<file path="src/cubic_bezier_evaluator_assert.svh">
// Assertion macros shared by the cubic Bezier evaluator RTL.
// Define ASSERT_OFF to compile every check out; no other dependencies.
`ifndef CUBIC_BEZIER_EVALUATOR_ASSERT_SVH
`define CUBIC_BEZIER_EVALUATOR_ASSERT_SVH
`ifndef ASSERT_OFF
// same-cycle implication
`define CBZ_ASSERT_SAME(label, clk, rst, ante, cons) \
   label: assert property (@(posedge clk) disable iff (rst) (ante) |-> (cons)) \
      else $error("cbz: same-cycle check failed");
// next-cycle implication
`define CBZ_ASSERT_NEXT(label, clk, rst, ante, cons) \
   label: assert property (@(posedge clk) disable iff (rst) (ante) |=> (cons)) \
      else $error("cbz: next-cycle check failed");
`else
`define CBZ_ASSERT_SAME(label, clk, rst, ante, cons)
`define CBZ_ASSERT_NEXT(label, clk, rst, ante, cons)
`endif
`endif

</file>
<file path="src/cbz_pkg.sv">
// Shared constants, request codes and pipeline control type for the
// cubic Bezier evaluator. No dependencies.
`timescale 1ns / 1ps
package cbz_pkg;

   localparam int COORD_WIDTH_DEF = 16;
   localparam int T_FRAC_BITS_DEF = 16;
   localparam int OUT_WIDTH       = 24;
   localparam int NUM_REGS        = 8;
   localparam int NUM_TERMS       = 4;
   localparam int NUM_STAGES      = 8;
   localparam int CSR_DATA_WIDTH  = 32;
   localparam int CSR_ADDR_WIDTH  = $clog2(NUM_REGS) + 2;

   // request types
   localparam logic [1:0] REQ_POINT = 2'd0;
   localparam logic [1:0] REQ_SLOPE = 2'd1;
   localparam logic [1:0] REQ_CURVE = 2'd2;

   // register indexes
   localparam logic [2:0] REG_P0_X = 3'd0;
   localparam logic [2:0] REG_P0_Y = 3'd1;
   localparam logic [2:0] REG_P1_X = 3'd2;
   localparam logic [2:0] REG_P1_Y = 3'd3;
   localparam logic [2:0] REG_P2_X = 3'd4;
   localparam logic [2:0] REG_P2_Y = 3'd5;
   localparam logic [2:0] REG_P3_X = 3'd6;
   localparam logic [2:0] REG_P3_Y = 3'd7;

   typedef struct packed {
      logic [NUM_STAGES-1:0] load;
   } pipe_ctl_type;

endpackage

</file>
<file path="src/cbz_csr.sv">
// APB-style register file for the four control points.
// Depends on cbz_pkg.
`timescale 1ns / 1ps
module cbz_csr import cbz_pkg::*; #(
   parameter int COORD_WIDTH = COORD_WIDTH_DEF
) (
   input  logic                      clock,
   input  logic                      reset,
   input  logic                      psel,
   input  logic                      penable,
   input  logic                      pwrite,
   input  logic [CSR_ADDR_WIDTH-1:0] paddr,
   input  logic [CSR_DATA_WIDTH-1:0] pwdata,
   output logic [CSR_DATA_WIDTH-1:0] prdata,
   output logic                      pready,
   output logic [COORD_WIDTH-1:0]    coord [NUM_REGS]
);

   localparam int IDX_WIDTH = $clog2(NUM_REGS);

   logic [COORD_WIDTH-1:0] regs_ff [NUM_REGS];
   logic [IDX_WIDTH-1:0]   index;
   logic                   wr_en;

   assign index  = paddr[2 +: IDX_WIDTH];
   assign pready = 1'b1;
   assign wr_en  = psel && penable && pwrite && pready;
   assign prdata = CSR_DATA_WIDTH'(regs_ff[index]);
   assign coord  = regs_ff;

   always_ff @(posedge clock) begin
      if (reset) begin
         for (int i = 0; i < NUM_REGS; i++) begin
            regs_ff[i] <= '0;
         end
      end else if (wr_en) begin
         regs_ff[index] <= pwdata[COORD_WIDTH-1:0];
      end
   end

endmodule

</file>
<file path="config.mk">
export PLATFORM = sky130hd
export DESIGN_NAME = cbz_csr
export DESIGN_NICKNAME = d
export VERILOG_FILES = /design/src/cubic_bezier_evaluator_assert.svh /design/src/cbz_pkg.sv /design/src/cbz_csr.sv
export SDC_FILE = /design/constraint.sdc
export NUM_CORES = 1
export LEC_CHECK = 0
export ABC_AREA = 1
export BUFFER_PORTS_ARGS = -buffer_cell sky130_fd_sc_hd__buf_2
export CAP_MARGIN = 20
export CORE_AREA = 3 3 82 161
export CTS_CLUSTER_SIZE = 24
export DETAILED_ROUTE_END_ITERATION = 8
export DIE_AREA = 0 0 85 164
export PLACE_DENSITY_LB_ADDON = 0.3
export SETUP_SLACK_MARGIN = 0.3
export SLEW_MARGIN = 20
export SYNTH_ARGS = -nofsm -noshare
export SYNTH_HDL_FRONTEND = slang
export SYNTH_SLANG_ARGS = --single-unit
export TNS_END_PERCENT = 30
</file>
<file path="constraint.sdc">
create_clock -name clock -period 3.84 [get_ports clock]
set_clock_uncertainty 0.15 [all_clocks]
set_input_delay 0.576 -clock clock [delete_from_list [all_inputs] [get_ports clock]]
set_output_delay 0.576 -clock clock [all_outputs]
set_load 0.05 [all_outputs]
</file>
==> summary.md <==
| Metric | Value |
|---|---|
| Status | `complete, no violations` |
| DPL Wire Length | `14450 µm` |
| Mapped Cells | `1104` |
| CP arrival | `2.20 ns` |
| Row cnt | `57` |
| Internal | `2456 µW` |
| H-tree depth | `4` |
| Clock power frac | `49.0%` |
| Root buffer cell | `clkbuf_16` |
| Utilization after layout | `65.01%` |
| Initial antenna violation count | `0` |
| Clock-pin slew on the worst setup and hold paths | `0.06 ns` |
| Required time worst endpoint | `3.11 ns` |
| YS warnings | `0` |
| Layout cell share with drive strength beyond 1 | `18.55%` |
| Clock latency on the worst-skew pair | `0.41 ns` |
| Yosys reg bits | `128` |
| Gr ovfl total | `0` |
| Remaining DRCs | `0` |
| DRT iter0 DRCs | `669` |
| Switching pwr | `929.3 µW` |
| Register-to-register path setup slack | `3.04 ns` |
| Post-CTS Hold Fix Bufs | `0` |
| Antenna Cells | `0` |
| Unrepaired setup endpoints after global routing | `false` |
| Setup bufs post-CTS | `0` |
| Max reg flops | `128` |
| Slew headroom | `48.59%` |
| Commonest non-fill, non-tap cell in the layout | `nand2_1` |
| Gpl congestion | `0.9723` |
| Placed Area | `7322 µm²` |
| Dpl cells | `1360` |
| Finished Layout Cells | `1392` |
| Design Area, Final | `7929 µm²` |
| Worst hold slack | `0.3452 ns` |
| Avg Inst Size Synth | `6.077 µm²` |
| Number of library cell types mapped by synthesis | `19` |
| FMAX | `0.3421 GHz` |
| Post-route ant nets | `0` |
| Final Net Count | `1274` |
| Largest net degree at the start of global routing | `71` |
| Clock sinks | `128` |
| Core area | `12200 µm²` |
| GRT Overall Usage | `29.92%` |
| Final wirelength | `21420 µm` |
| Setup TNS | `0 ns` |
| CP Launch Type | `primary input` |
| Post-route clock period utilization | `76.13%` |
| Most frequent cells in the layout | `nand2_1 (518), nor2_1 (262), buf_2 (167)` |
| Final min period | `2.923 ns` |
| Drt pass-1 iters | `6` |
| PwrDens | `426.9 nW/µm²` |
| Crit-path max FO | `30` |
| Hold WC Path Type | `register to register` |
| Mapped cell area | `6709 µm²` |
| Routed via count | `7048` |
| Area of the die | `13940 µm²` |
| CTS buffer count | `17` |
| Per-cell routed wire length | `15.39 µm` |
| Final setup vio count | `0` |
| Slew @ Worst Pin | `0.7700 ns` |
| Initial Util | `55.01%` |
| Max Root-Sink Buffers | `2` |
| Post_cts resized | `0` |
| Fin. Hold Viols | `0` |
| Sequential power share | `40.2%` |
| Via density | `5.063` |
| Max-slew violations | `0` |
| Number of port buffers | `167` |
| Worst vdd ir | `0.0003238 V` |
| WS Path Type | `primary input to output port` |
| Switching share of power | `27.45%` |
| CTS tree | `done` |
| Setup crit end kind | `output port` |
| Max_cap viols | `0` |
| First-pass GRT wire length | `32160 µm` |
| Vias in the first global route | `6178` |
| Sequential element share of the synthesized area | `38.19%` |
| Ports | `203` |
| LEAKAGE | `0.004201 µW` |
| Combinational share of power | `10.9%` |
| Synth-to-Final Area Change | `18.18%` |
| Die height | `164 µm` |
| Die width | `85 µm` |
per-stage QoR:
stage,total power [µW],worst slack [ns]
floorplan,1682,1.395
global placement,1748,0.9598
detailed placement,1751,0.9753
CTS,3382,0.9518
global route,3472,0.8168
finish,3385,0.9167
critical path, cell delays in order:
cell and delay [ns]:
buf_2 0.23, inv_4 0.29, buf_12 0.25, nand2_1 0.08, nand2_1 0.09, nand2_1 0.06
nand2_1 0.07, nand2_1 0.12, nand2_1 0.13, buf_2 0.26
final timing paths:
path                            depth (start not counted)               startpoint                       to
worst max-delay path                                   10                 paddr[2]               prdata[11]
worst min-delay path                                    2  coord[121]$_SDFFE_PP0P_  coord[121]$_SDFFE_PP0P_
worst max register to register                          2  coord[100]$_SDFFE_PP0P_  coord[100]$_SDFFE_PP0P_
worst min register to register                          2  coord[121]$_SDFFE_PP0P_  coord[121]$_SDFFE_PP0P_
layer usage:
| metal | track usage (%) | vias to the layer above | share of wire (%) |
|---|---|---|---|
| met3 | 4.167 | 64 | 7.9 |
| li1 | - | 3550 | - |
| met4 | 20.68 | 0 | 6.3 |
| met5 | 0 | - | 0 |
| met2 | 47.77 | 353 | 48 |
| met1 | 36.75 | 3081 | 38 |
cell families (layout without fill, tap and decap cells):
logic type	after synthesis	after routing	share of synthesized area [%]
buf+inv	105	231	9.679
simple gates	869	869	52.01
flops	128	128	38.19
other cells	2	17	0.1119
power groups by stage:
stage	Clock, µW	Sequential (µW)	Combinational (µW)
6_report	1660	1360	368
5_1_grt	1720	1360	392
4_1_cts	1660	1360	364
3_5_place_dp	0	1390	363
3_3_place_gp	0	1390	360
2_1_floorplan	0	1450	237
area by class of cell:
class	instances	area, µm²
well taps	147	183.9
multi-input cells	886	3553
clock buffers	19	442.9
clock inverters	13	163.9
fillers	1166	4267
inverters	22	86.33
repair buffers	177	935.9
flip-flops and latches	128	2562
synthesized netlist by cell type, drive strengths merged:
library cell	count	area, µm²
nor2	274	1099
conb	2	7.510
nand3	72	415.4
inv	22	85.08
dfxtp	128	2562
buf	71	519.3
nand2	519	1951
clkbuf	12	45.04
nand4	4	25.02
No activity file was read; power rests on OpenSTA's default activity.
